[config.mk]
export PLATFORM = sky130hd
export DESIGN_NAME = psi_section_reassembler_flat
export DESIGN_NICKNAME = d
export VERILOG_FILES = /design/src/psr_pkg.sv /design/src/psr_if.sv /design/src/psr_core.sv /design/src/psr_out_stage.sv /design/src/psi_section_reassembler.sv /design/src/flat_wrapper.sv
export SDC_FILE = /design/constraint.sdc
export NUM_CORES = 1
export LEC_CHECK = 0
export BUFFER_PORTS_ARGS = -buffer_cell sky130_fd_sc_hd__buf_2
export CORE_ASPECT_RATIO = 1.1
export CORE_MARGIN = 1
export CORE_UTILIZATION = 24
export CTS_CLUSTER_SIZE = 10
export DETAILED_ROUTE_END_ITERATION = 10
export GPL_TIMING_DRIVEN = 0
export MAX_ROUTING_LAYER = met4
export PLACE_DENSITY = 0.51
export SYNTH_ARGS = -nofsm -noshare
export SYNTH_HDL_FRONTEND = slang
export SYNTH_HIERARCHICAL = 1
export SYNTH_SLANG_ARGS = --single-unit
[constraint.sdc]
create_clock -name clk_i -period 10.83 [get_ports clk_i]
set_input_delay 1.6245 -clock clk_i [delete_from_list [all_inputs] [get_ports clk_i]]
set_output_delay 1.6245 -clock clk_i [all_outputs]
set_load 0.03 [all_outputs]
[src/psr_pkg.sv]
package psr_pkg;

  // Section storage size in bytes
  localparam int BUFFER_BYTES = 1024;

  localparam int CFG_IDX_W  = 2;
  localparam int CFG_DATA_W = 13;
  localparam int PID_W      = 13;
  localparam int COLL_W     = 11;
  localparam int ADDR_W     = 10;
  localparam int LEN_W      = 13;

  localparam logic [COLL_W-1:0] LIMIT_MAX = COLL_W'(BUFFER_BYTES);

  localparam logic [7:0] PKT_BYTES     = 8'd188;
  localparam logic [7:0] LAST_POS      = 8'd187;
  localparam logic [7:0] POS_FLAGS     = 8'd1;
  localparam logic [7:0] POS_PID_LO    = 8'd2;
  localparam logic [7:0] POS_CC        = 8'd3;
  localparam logic [7:0] POS_AF_LEN    = 8'd4;
  localparam logic [7:0] PAYLOAD_PLAIN = 8'd4;
  localparam logic [7:0] PAYLOAD_NONE  = 8'hff;
  localparam logic [7:0] AF_LEN_MAX    = 8'd183;
  localparam logic [8:0] PTR_SUM_MAX   = 9'd187;
  localparam logic [3:0] CC_IDLE       = 4'hf;

  typedef enum logic [CFG_IDX_W-1:0] {
    CFG_TARGET_PID = 2'd0,
    CFG_TABLE_ID   = 2'd1,
    CFG_BUF_LIMIT  = 2'd2
  } cfg_idx_e;

  typedef struct packed {
    logic                  we;
    logic [CFG_IDX_W-1:0]  idx;
    logic [CFG_DATA_W-1:0] data;
  } cfg_wr_t;

  typedef struct packed {
    logic              wr;
    logic [ADDR_W-1:0] addr;
    logic [7:0]        data;
    logic              done;
    logic [LEN_W-1:0]  slen;
  } res_t;

endpackage

[src/psr_if.sv]
interface psr_in_if;
  logic       valid;
  logic       ready;
  logic [7:0] ts_byte;
  logic       packet_start;

  modport source (output valid, output ts_byte, output packet_start, input ready);
  modport sink (input valid, input ts_byte, input packet_start, output ready);
endinterface

interface psr_out_if;
  logic       valid;
  logic       ready;
  logic       write_enable;
  logic [9:0] write_address;
  logic [7:0] write_data;
  logic       section_done;
  logic [12:0] section_length;

  modport source (output valid, output write_enable, output write_address,
                  output write_data, output section_done, output section_length,
                  input ready);
  modport sink (input valid, input write_enable, input write_address,
                input write_data, input section_done, input section_length,
                output ready);
endinterface

[src/psr_core.sv]
module psr_core (
  input  logic             clk_i,
  input  logic             rst_ni,
  input  psr_pkg::cfg_wr_t cfg_i,
  input  logic             fire_i,
  input  logic [7:0]       ts_byte_i,
  input  logic             packet_start_i,
  output psr_pkg::res_t    res_o,
  output logic             res_vld_o
);

  logic [psr_pkg::PID_W-1:0]  target_pid_q;
  logic [7:0]                 table_id_q;
  logic [psr_pkg::COLL_W-1:0] buf_limit_q;

  logic [7:0]                 bip_q, bip_d;
  logic [psr_pkg::PID_W-1:0]  pid_q, pid_d;
  logic [3:0]                 flags_q, flags_d;
  logic [7:0]                 poff_q, poff_d;
  logic [7:0]                 ptr_q, ptr_d;
  logic                       acc_q, acc_d;
  logic [3:0]                 last_cc_q, last_cc_d;
  logic [psr_pkg::COLL_W-1:0] coll_q, coll_d;
  logic [11:0]                lfield_q, lfield_d;

  logic [psr_pkg::COLL_W-1:0] limit;
  logic [7:0]                 pos;
  logic [7:0]                 b;
  logic                       pusi;
  logic                       take;
  logic [1:0]                 afc;
  logic [3:0]                 cc;
  logic [3:0]                 delta;
  logic [9:0]                 start_pos;
  logic                       keep;
  psr_pkg::res_t              res;

  always_ff @(posedge clk_i or negedge rst_ni) begin
    if (!rst_ni) begin
      target_pid_q <= '0;
      table_id_q   <= '0;
      buf_limit_q  <= psr_pkg::COLL_W'(1024);
    end else if (cfg_i.we) begin
      case (cfg_i.idx)
        psr_pkg::CFG_TARGET_PID: target_pid_q <= cfg_i.data[psr_pkg::PID_W-1:0];
        psr_pkg::CFG_TABLE_ID:   table_id_q   <= cfg_i.data[7:0];
        psr_pkg::CFG_BUF_LIMIT:  buf_limit_q  <= cfg_i.data[psr_pkg::COLL_W-1:0];
        default: ;
      endcase
    end
  end

  always_comb begin
    bip_d     = bip_q;
    pid_d     = pid_q;
    flags_d   = flags_q;
    poff_d    = poff_q;
    ptr_d     = ptr_q;
    acc_d     = acc_q;
    last_cc_d = last_cc_q;
    coll_d    = coll_q;
    lfield_d  = lfield_q;
    res       = '0;
    take      = 1'b0;
    keep      = 1'b0;
    b         = ts_byte_i;
    afc       = b[5:4];
    cc        = b[3:0];
    delta     = cc - last_cc_q;
    pusi      = flags_q[2];
    limit     = (buf_limit_q < psr_pkg::LIMIT_MAX) ? buf_limit_q : psr_pkg::LIMIT_MAX;
    pos       = packet_start_i ? 8'd0 : bip_q;
    start_pos = pusi ? (10'(poff_q) + 10'd1 + 10'(ptr_q)) : 10'(poff_q);

    if (pos >= psr_pkg::PKT_BYTES) begin
      // Lost packet start: park until the next one
      bip_d = psr_pkg::PKT_BYTES;
    end else begin
      if (pos == 8'd0) begin
        acc_d = 1'b0;
      end else if (pos == psr_pkg::POS_FLAGS) begin
        flags_d = {b[7], b[6], 2'b00};
        pid_d   = {b[4:0], 8'h00};
      end else if (pos == psr_pkg::POS_PID_LO) begin
        pid_d = pid_q | {5'b0, b};
      end else if (pos == psr_pkg::POS_CC) begin
        flags_d = {flags_q[3:2], afc};
        poff_d  = afc[1] ? psr_pkg::PAYLOAD_NONE : psr_pkg::PAYLOAD_PLAIN;
        if (!flags_q[3] && pid_q == target_pid_q && afc[0]) begin
          if (pusi) begin
            last_cc_d = cc;
            coll_d    = '0;
            take      = 1'b1;
          end else if (coll_q != '0) begin
            if (delta == 4'd1) begin
              last_cc_d = cc;
              take      = 1'b1;
            end else if (delta != 4'd0) begin
              // Counter gap: discard the section
              coll_d = '0;
            end
          end
        end
        acc_d = take;
      end else if (pos == psr_pkg::POS_AF_LEN && flags_q[1]) begin
        if (acc_q) begin
          if (b >= psr_pkg::AF_LEN_MAX) acc_d = 1'b0;
          else                          poff_d = 8'd5 + b;
        end
      end else if (acc_q && pos >= poff_q) begin
        if (pusi && pos == poff_q) begin
          if (({1'b0, b} + {1'b0, poff_q}) >= psr_pkg::PTR_SUM_MAX) acc_d = 1'b0;
          else                                                     ptr_d = b;
        end else begin
          keep = 10'(pos) >= start_pos;
          if (keep && 10'(pos) == start_pos) begin
            if (pusi && b != table_id_q) begin
              acc_d = 1'b0;
              keep  = 1'b0;
            end else if (coll_q >= limit) begin
              coll_d = '0;
              acc_d  = 1'b0;
              keep   = 1'b0;
            end
          end
          if (keep && coll_q < limit) begin
            res.wr   = 1'b1;
            res.addr = coll_q[psr_pkg::ADDR_W-1:0];
            res.data = b;
            if (coll_q == psr_pkg::COLL_W'(1))      lfield_d = {b[3:0], lfield_q[7:0]};
            else if (coll_q == psr_pkg::COLL_W'(2)) lfield_d = {lfield_q[11:8], b};
            coll_d = coll_q + psr_pkg::COLL_W'(1);
          end
        end
      end

      if (pos == psr_pkg::LAST_POS && acc_d && coll_d >= psr_pkg::COLL_W'(3) &&
          (psr_pkg::LEN_W'(3) + psr_pkg::LEN_W'(lfield_d)) <= psr_pkg::LEN_W'(coll_d)) begin
        res.done  = 1'b1;
        res.slen  = psr_pkg::LEN_W'(3) + psr_pkg::LEN_W'(lfield_d);
        coll_d    = '0;
        last_cc_d = psr_pkg::CC_IDLE;
      end

      bip_d = pos + 8'd1;
    end
  end

  always_ff @(posedge clk_i or negedge rst_ni) begin
    if (!rst_ni) begin
      bip_q     <= '0;
      pid_q     <= '0;
      flags_q   <= '0;
      poff_q    <= '0;
      ptr_q     <= '0;
      acc_q     <= 1'b0;
      last_cc_q <= psr_pkg::CC_IDLE;
      coll_q    <= '0;
      lfield_q  <= '0;
    end else if (fire_i) begin
      bip_q     <= bip_d;
      pid_q     <= pid_d;
      flags_q   <= flags_d;
      poff_q    <= poff_d;
      ptr_q     <= ptr_d;
      acc_q     <= acc_d;
      last_cc_q <= last_cc_d;
      coll_q    <= coll_d;
      lfield_q  <= lfield_d;
    end
  end

  assign res_o     = res;
  assign res_vld_o = res.wr | res.done;

  a_coll_bound: assert property (@(posedge clk_i) disable iff (!rst_ni)
    coll_q <= psr_pkg::LIMIT_MAX)
    else $error("collected byte count beyond buffer size");

  a_pos_bound: assert property (@(posedge clk_i) disable iff (!rst_ni)
    bip_q <= psr_pkg::PKT_BYTES)
    else $error("packet position out of range");

  a_done_clears: assert property (@(posedge clk_i) disable iff (!rst_ni)
    fire_i && res.done |=> coll_q == '0 && last_cc_q == psr_pkg::CC_IDLE)
    else $error("section completion did not restart collection");

  a_write_advances: assert property (@(posedge clk_i) disable iff (!rst_ni)
    fire_i && res.wr && !res.done |=> coll_q == $past(coll_q) + psr_pkg::COLL_W'(1))
    else $error("write did not advance collected count");

endmodule

[src/psr_out_stage.sv]
module psr_out_stage (
  input  logic          clk_i,
  input  logic          rst_ni,
  input  logic          load_i,
  input  psr_pkg::res_t res_i,
  output logic          free_o,
  psr_out_if.source     out_res
);

  logic          vld_q;
  psr_pkg::res_t res_q;

  assign free_o = !vld_q || out_res.ready;

  always_ff @(posedge clk_i or negedge rst_ni) begin
    if (!rst_ni) begin
      vld_q <= 1'b0;
    end else if (free_o) begin
      vld_q <= load_i;
    end
  end

  // Hold the result until the sink takes it
  always_ff @(posedge clk_i) begin
    if (free_o && load_i) begin
      res_q <= res_i;
    end
  end

  assign out_res.valid          = vld_q;
  assign out_res.write_enable   = res_q.wr;
  assign out_res.write_address  = res_q.addr;
  assign out_res.write_data     = res_q.data;
  assign out_res.section_done   = res_q.done;
  assign out_res.section_length = res_q.slen;

endmodule

[src/psi_section_reassembler.sv]
// Pipeline: an accepted request waits in the input register, and the state
// update loads the result register, which presents the result, once that
// register is free; a stall on the result side holds the byte in place.
// Throughput: one transport stream byte per cycle while the result side is
// ready; the single-pass state update between the two registers sets that rate.
// Reset: rst_ni is asynchronous, active low; it clears the pipeline, the
// parser state and the configuration (buffer limit returns to 1024).
module psi_section_reassembler (
  input  logic                            clk_i,
  input  logic                            rst_ni,
  input  logic                            cfg_we_i,
  input  logic [psr_pkg::CFG_IDX_W-1:0]   cfg_idx_i,
  input  logic [psr_pkg::CFG_DATA_W-1:0]  cfg_data_i,
  psr_in_if.sink                          in_req,
  psr_out_if.source                       out_res
);

  logic             s1_vld_q;
  logic [7:0]       s1_byte_q;
  logic             s1_start_q;
  logic             out_free;
  logic             fire;
  logic             res_vld;
  psr_pkg::res_t    res;
  psr_pkg::cfg_wr_t cfg;

  assign cfg.we   = cfg_we_i;
  assign cfg.idx  = cfg_idx_i;
  assign cfg.data = cfg_data_i;

  // Advance the registered byte whenever the result register can take it
  assign fire         = s1_vld_q && out_free;
  assign in_req.ready = !s1_vld_q || fire;

  always_ff @(posedge clk_i or negedge rst_ni) begin
    if (!rst_ni) begin
      s1_vld_q <= 1'b0;
    end else if (in_req.ready) begin
      s1_vld_q <= in_req.valid;
    end
  end

  always_ff @(posedge clk_i) begin
    if (in_req.ready && in_req.valid) begin
      s1_byte_q  <= in_req.ts_byte;
      s1_start_q <= in_req.packet_start;
    end
  end

  psr_core u_core (
    .clk_i          (clk_i),
    .rst_ni         (rst_ni),
    .cfg_i          (cfg),
    .fire_i         (fire),
    .ts_byte_i      (s1_byte_q),
    .packet_start_i (s1_start_q),
    .res_o          (res),
    .res_vld_o      (res_vld)
  );

  psr_out_stage u_out (
    .clk_i   (clk_i),
    .rst_ni  (rst_ni),
    .load_i  (fire && res_vld),
    .res_i   (res),
    .free_o  (out_free),
    .out_res (out_res)
  );

endmodule

[src/flat_wrapper.sv]
// flat-port wrapper written by rule: the top's interface ports become plain ports
module psi_section_reassembler_flat 
  (clk_i, rst_ni, cfg_we_i, cfg_idx_i, cfg_data_i, in_req_valid, in_req_ts_byte, in_req_packet_start, in_req_ready, out_res_valid, out_res_write_enable, out_res_write_address, out_res_write_data, out_res_section_done, out_res_section_length, out_res_ready);
  psr_in_if in_req_i ();
  psr_out_if out_res_i ();
  input  logic clk_i;
  input  logic rst_ni;
  input  logic cfg_we_i;
  input  logic [psr_pkg::CFG_IDX_W-1:0] cfg_idx_i;
  input  logic [psr_pkg::CFG_DATA_W-1:0] cfg_data_i;
  input wire logic [$bits(in_req_i.valid)-1:0] in_req_valid;
  input wire logic [$bits(in_req_i.ts_byte)-1:0] in_req_ts_byte;
  input wire logic [$bits(in_req_i.packet_start)-1:0] in_req_packet_start;
  output wire logic [$bits(in_req_i.ready)-1:0] in_req_ready;
  output wire logic [$bits(out_res_i.valid)-1:0] out_res_valid;
  output wire logic [$bits(out_res_i.write_enable)-1:0] out_res_write_enable;
  output wire logic [$bits(out_res_i.write_address)-1:0] out_res_write_address;
  output wire logic [$bits(out_res_i.write_data)-1:0] out_res_write_data;
  output wire logic [$bits(out_res_i.section_done)-1:0] out_res_section_done;
  output wire logic [$bits(out_res_i.section_length)-1:0] out_res_section_length;
  input wire logic [$bits(out_res_i.ready)-1:0] out_res_ready;
  assign in_req_i.valid = in_req_valid;
  assign in_req_i.ts_byte = in_req_ts_byte;
  assign in_req_i.packet_start = in_req_packet_start;
  assign in_req_ready = in_req_i.ready;
  assign out_res_valid = out_res_i.valid;
  assign out_res_write_enable = out_res_i.write_enable;
  assign out_res_write_address = out_res_i.write_address;
  assign out_res_write_data = out_res_i.write_data;
  assign out_res_section_done = out_res_i.section_done;
  assign out_res_section_length = out_res_i.section_length;
  assign out_res_i.ready = out_res_ready;
  psi_section_reassembler u_core (.clk_i(clk_i), .rst_ni(rst_ni), .cfg_we_i(cfg_we_i), .cfg_idx_i(cfg_idx_i), .cfg_data_i(cfg_data_i), .in_req(in_req_i), .out_res(out_res_i));
endmodule
==> impl_metrics.yaml, run 1 <==
run_status:
  outcome: "complete, no violations"
sta:
  period_minus_slack_ns: 8.89
  hold_viol_final: 0
  fmax_mhz: 112
  slew_viol_final: 0
  worstMarginPinSlew_ns: 1.21
  fin_crit_sh: 0.821
  finalSetupTns_ns: 0
  skew_ns: 0.0136
  slew_headroom: 0.190
  setup_viol: 0
  rsz0062_at_grt: "false"
global_routing:
  grt_pass1_wl_um: 43100
  antenna_found_initial: 0
  overflow: 0
  grt_usage: 0.147
  grt_max_degree: 79
  first_global_vias: 7357
floorplan:
  fp.dieArea_um2: 39800
  io_pins: 64
  die_x_um: 190
  row_count: 75
  core_um2: 38300
  die_y_um: 209
  start_util: 0.245
power:
  seqPwrFrac: 0.393
  p_int_mw: 1.15
  p_per_area_nw_per_um2: 164
  switching_power_mw: 0.629
  p_sw_frac: 0.353
  p_leak_nw: 4.28
  clkPwrFrac: 0.316
  power.total_mw: 1.78
  ir_drop_mv: 0.108
  p_comb_frac: 0.291
routing:
  firstDrtPassIters: 7
  drc: 0
  totalWireLength_um: 27900
  routed-via-count: 7590
  wire_per_inst_um: 18.2
  ant_nets: 0
  routed_via_density: 4.95
  first_iter_violations: 617
clocking:
  tritoncts: "yes"
  postCtsHoldBufs: 0
  clock-root-buffer: "clkbuf_16"
  clk_latency_ns: 0.44
  cts_setup_buffers: 0
  cts_sinks: 144
  cts_buffer_depth: 2
  cts_buffers: 17
  cts.clk_slew.worst_paths_ns: 0.07
  ctsResizeCount: 0
  htree_levels: 4
yosys:
  avgSynthCellArea_um2: 10.0
  synth-seq-cells: 144
  synthCells: 936
  synth_edf_count: 42
  ys_seq_area_frac: 0.408
  synth_area_um2: 9370
  yosysWarnings: 6
  synth-main-ff-cell: "dfrtp_1"
  async_reset_ff_frac: 0.708
  ys_types: 93
placement:
  hpwl_um: 21100
  post_dp_cell_area_um2: 10400
  port_buffers: 63
  routabilityCongestion: 0.924
worst_setup_path:
  crit_path_start_kind: "flip-flop"
  path_class: "flip-flop to flip-flop"
  timing.rr.end: "u_core/u_out/out_res.section_length[2]"
  startpoint: "u_core/u_core/poff_q[1]"
  slowest_stage: "dfrtp_1"
  cp_max_fo: 33
  r2r_slack_ns: 1.94
  cp_top_family: "compound AO/OA/AOI/OAI gates"
  cp.required_ns: 10.91
  r2r_start: "u_core/u_core/poff_q[1]"
  cpMostUsedCell: "ha_1"
  reg2regPathDepth: 36
  crit_path_end_kind: "flip-flop"
  cp.arrival_ns: 8.97
  cp_slowest_stage_delay_ns: 0.49
  cp.buffers_inverters: 4
layout:
  areaGrowthSynthToFinish_pct: 16.4
  final_area_um2: 10900
  seqCellArea_um2: 3820
  multi_input_comb_area_um2: 5190
  fin_util: 0.285
  fillers: 4101
  fin_nets: 1119
  drive_gt1_frac: 0.199
  diodes: 0
run:
  maxCapViolations: 0
hold_path:
  holdCritStartpoint: "u_core/u_core/lfield_q[9]"
  hold_path.class: "flip-flop to flip-flop"
  whs_endpoint: "u_core/u_core/lfield_q[9]"
  hold_depth: 2
cells in the final DEF, fill, tap and decap left out, drive strengths merged, types with 4 or more instances in the layout:
cell type  count
ha            67
o21a          11
a31oi          7
nand4         17
o21bai         5
nand3b         5
and3          11
edfxtp        42
xnor2         22
o2bb2ai        4
dfrtp         97
inv           41
a211oi        15
buf           78
nand2         80
and2          22
nor3          30
mux2i         17
xor2          21
nor2          64
nor4          17
nand3         11
or2            5
o211ai         7
a21o           8
o22ai          5
a22oi          5
nor2b         13
clkbuf        46
o21ai         59
a21oi         60
nor3b         13
nand2b        13
dfstp          5
mux2          54
or4            4
worst max-delay path by stage:
| stage | endpoint | slack (ns) | cells past startpoint |
|---|---|---|---|
| final | u_core/u_out/out_res.section_length[2] | 1.94 | 36 |
| after global routing | u_core/u_out/out_res.section_length[2] | 1.32 | 36 |
| after global placement | u_core/u_out/out_res.section_length[5] | 1.91 | 36 |
| after CTS | u_core/u_out/out_res.section_length[2] | 1.87 | 36 |
| after floorplan | u_core/u_out/out_res.section_done | 3.32 | 35 |
| after detailed placement | u_core/u_out/out_res.section_length[6] | 1.93 | 36 |
synthesized netlist by cell type, drive strengths merged, types with 8 or more instances:
master / number / area share
nor3: 30 / 0.017
nor2: 64 / 0.026
inv: 32 / 0.013
mux2: 54 / 0.065
a21oi: 60 / 0.035
nand3: 11 / 0.0059
nand4: 17 / 0.012
buf: 14 / 0.013
dfrtp: 97 / 0.26
nor3b: 13 / 0.011
o21a: 11 / 0.0088
nand2: 80 / 0.032
and2: 22 / 0.015
and3: 11 / 0.0076
xnor2: 22 / 0.021
a211oi: 15 / 0.014
ha: 67 / 0.089
mux2i: 17 / 0.018
a21o: 8 / 0.0064
nand2b: 13 / 0.010
edfxtp: 42 / 0.13
o21ai: 59 / 0.032
nor4: 17 / 0.015
nor2b: 13 / 0.0087
clkbuf: 28 / 0.012
xor2: 21 / 0.020
routing by layer:
metal	part of all wire	GRT usage	vias up
li1	-	-	3593
met1	0.49	0.204	3710
met2	0.44	0.216	259
met3	0.057	0.0255	28
met4	0.015	0.0450	0
met5	0	-	-
cell type report:
cell class                 count  share of cell area
buffer                        43              0.0224
clock buffer                  18              0.0394
clock inverter                14              0.0109
inverter                      33              0.0114
multi-input combinational    717               0.476
sequential                   144               0.350
tap                          500              0.0574
timing repair buffer          64              0.0320
worst reg2reg max path: cells and delay by family (launching register included):
kind,cells,cell delay [ns]
AOI/OAI and AO/OA,13,2.68
xor gates and xnor gates,1,0.13
adders and majority gates,4,1.30
buffers and inverters,4,0.89
DFF,1,0.49
muxes,3,0.68
and+or+nand+nor,11,2.35
registers in the layout, indices dropped and copies added (netlist names), 10 cells and up:
register	count
u_core/u_core/coll_q	11
u_core/u_out/out_res.section_length	13
u_core/u_core/buf_limit_q	11
u_core/u_core/lfield_q	12
u_core/u_core/pid_q	13
u_core/u_out/out_res.write_address	10
u_core/u_core/target_pid_q	13
power by group through the flow:
stage | clock network, mW | registers, mW | logic [mW]
after floorplan | 0 | 0.685 | 0.390
after global placement | 0 | 0.709 | 0.502
after detailed placement | 0 | 0.711 | 0.513
after CTS | 0.580 | 0.701 | 0.518
after global routing | 0.604 | 0.712 | 0.583
final | 0.564 | 0.701 | 0.518
per-stage QoR:
step / cells / hold slack (ns) / setup slack, ns
3_3_place_gp: 1500 / 0.465 / 1.91
5_1_grt: 1533 / 0.508 / 1.32
6_report: 1533 / 0.501 / 1.94
4_1_cts: 1533 / 0.502 / 1.87
2_1_floorplan: 937 / 0.444 / 3.32
3_5_place_dp: 1501 / 0.488 / 1.93
cell families (layout without fill, tap and decap cells):
family / count (synthesis) / in the layout / share of synthesized area
AND/OR/NAND/NOR: 316 / 316 / 0.182
AO/OA/AOI/OAI: 215 / 215 / 0.151
other: 1 / 2 / 0.000400
multiplexers: 71 / 71 / 0.0835
buffers and inverters: 76 / 172 / 0.0393
XOR/XNOR: 43 / 43 / 0.0402
adder cells (fa/ha/maj): 70 / 70 / 0.0959
flip-flops: 144 / 144 / 0.408
Power figures use the tool's default switching activity.
==> inputs of run 2 (changes only) <==
- ABC_AREA: default -> 1
- clock period: 10.83 -> 8.7 ns (I/O delays scaled with it)
==> impl_metrics.yaml, run 2 <==
placement:
  hpwl_um: 22400
  routabilityCongestion: 0.876
  dp.cells: 1814
  dp_slack_ns: 0.317
  port_buffers: 63
global_routing:
  grt_pass1_wl_um: 45900
  grt_max_degree: 83
  antenna_found_initial: 0
  overflow: 0
  first_global_vias: 8069
  grt_usage: 0.152
clocking:
  postCtsHoldBufs: 0
  cts_buffers: 17
  htree_levels: 4
  cts_sinks: 144
  clock-root-buffer: "clkbuf_16"
  clk_latency_ns: 0.43
  cts.clk_slew.worst_paths_ns: 0.06
  cts_buffer_depth: 2
  tritoncts: "yes"
routing:
  first_iter_violations: 581
  routed-via-count: 8371
  firstDrtPassIters: 8
  totalWireLength_um: 29000
  routed_via_density: 4.53
  drc: 3
  wire_per_inst_um: 15.7
  ant_nets: 0
worst_setup_path:
  crit_path_end_kind: "flip-flop"
  cp_slowest_stage_delay_ns: 0.45
  cp.arrival_ns: 7.96
  reg2regPathDepth: 45
  cp.required_ns: 8.83
  cp_max_fo: 27
  crit_path_start_kind: "flip-flop"
  path_class: "flip-flop to flip-flop"
  slowest_stage: "dfrtp_1"
  cpMostUsedCell: "nand2_1"
power:
  p_per_area_nw_per_um2: 237
  ir_drop_mv: 0.128
  power.total_mw: 2.68
  p_leak_nw: 5.33
yosys:
  synth-simple-area-share: 0.286
  synth_common_cells: "323 x nand2_1, 167 x inv_1, 109 x nor2_1"
  synth_most_common_cell: "nand2_1"
  synth_edf_count: 42
  synth-adder-area-share: 0.0933
  synth_area_um2: 9630
  synth-main-ff-cell: "dfrtp_1"
  yosys-top-cells-area: "dfrtp_1 25%, edfxtp_1 13%, nand2_1 13%"
  avgSynthCellArea_um2: 7.76
  async_reset_ff_frac: 0.708
  synthCells: 1241
  yosysTopAreaCell: "dfrtp_1"
  ys_seq_area_frac: 0.397
  synth.area.mux_share: 0.00234
  synth_top_family_by_area: "simple AND/OR/NAND/NOR gates"
  synth_compound_area_frac: 0.106
  yosysWarnings: 6
  synth-seq-cells: 144
  synth_xor_area_frac: 0.0273
  yosysTopAreaCellShare: 0.252
  ys_types: 56
floorplan:
  io_pins: 64
  die_y_um: 212
  core_um2: 39400
  start_util: 0.245
  row_count: 76
  fp.dieArea_um2: 40900
  die_x_um: 193
sta:
  fin_crit_sh: 0.901
  finalSetupTns_ns: 0
  finalWorstSetupSlack_ns: 0.863
  skew_ns: 0.0120
  slew_viol_final: 0
  slew_headroom: 0.229
  setup_viol: 0
  rsz0062_at_grt: "false"
  worstMarginPinSlew_ns: 1.16
  period_minus_slack_ns: 7.84
  fmax_mhz: 128
  hold_viol_final: 0
layout:
  drive_gt1_frac: 0.150
  mostFrequentLayoutCell: "nand2_1"
  fin_util: 0.287
  areaGrowthSynthToFinish_pct: 17.5
  fin_cells: 1849
  layout_common_cells: "323 x nand2_1, 167 x inv_1, 109 x nor2_1"
  fin_nets: 1428
  diodes: 0
run_status:
  failed_checks: "design-rule violations"
  outcome: "finished, violations left"
hold_path:
  hold_depth: 2
  hold_path.class: "flip-flop to flip-flop"
run:
  maxCapViolations: 0
-- run 2: cell families after synthesis --
group | count (synthesis)
AND/OR/NAND/NOR | 601
buffers and inverters | 212
AO/OA/AOI/OAI | 181
flip-flops | 144
adder cells (fa/ha/maj) | 70
XOR/XNOR | 30
multiplexers | 2
other | 1
-- run 2: path summary, 6_finish.rpt --
check	start	to	slack [ns]
worst min-delay path	u_core/u_core/last_cc_q[3]	u_core/u_core/last_cc_q[3]	0.47
worst max-delay path	u_core/u_core/poff_q[2]	u_core/u_out/out_res.write_address[9]	0.86
max in group asynchronous	rst_ni	u_core/u_core/last_cc_q[0]	7.24
min in group asynchronous	rst_ni	u_core/u_core/target_pid_q[8]	0.72
worst max register to register	u_core/u_core/poff_q[2]	u_core/u_out/out_res.write_address[9]	0.86
worst min register to register	u_core/u_core/last_cc_q[3]	u_core/u_core/last_cc_q[3]	0.47
-- run 2: stage by stage --
stage,area [um^2],hold WS (ns)
floorplan,9630,0.442
global placement,10600,0.455
detailed placement,10600,0.462
CTS,11300,0.471
global route,11300,0.488
finish,11300,0.472
-- run 2: what timing repair did --
action                                  in CTS  in global routing
endpoints found under the setup margin       0                 33
gates resized for setup                      0                  2
buffers inserted                             0                  3
-- run 2: critical path, delay by kind of cell (launching register included) --
| kind | cells | cell delay, ns |
|---|---|---|
| compound gates | 9 | 1.50 |
| simple gates | 23 | 3.13 |
| xor+xnor | 1 | 0.13 |
| buf+inv | 8 | 1.08 |
| flops | 1 | 0.45 |
| fa+ha+maj | 4 | 1.21 |
-- run 2: layer usage --
metal	GRT usage	share of wire	vias up	wire, um
met5	-	0	-	0
met4	0.0331	0.012	0	339
met3	0.0239	0.041	25	1180
met2	0.243	0.47	198	13700
met1	0.202	0.48	3957	13900
li1	-	-	4191	-
-- run 2: power breakdown --
part	total [mW]	switching [mW]	internal, mW
logic	0.964	0.621	0.343
registers	0.919	0.116	0.803
clock network	0.799	0.297	0.502
total	2.68	1.03	1.65
-- run 2: cell type report --
cell class,count,area [um^2]
sequential,144,3820
tap,507,634
multi-input combinational,886,4980
fill,4297,28100
timing repair buffer,68,392
clock buffer,24,514
buffer,34,181
clock inverter,8,124
inverter,178,668
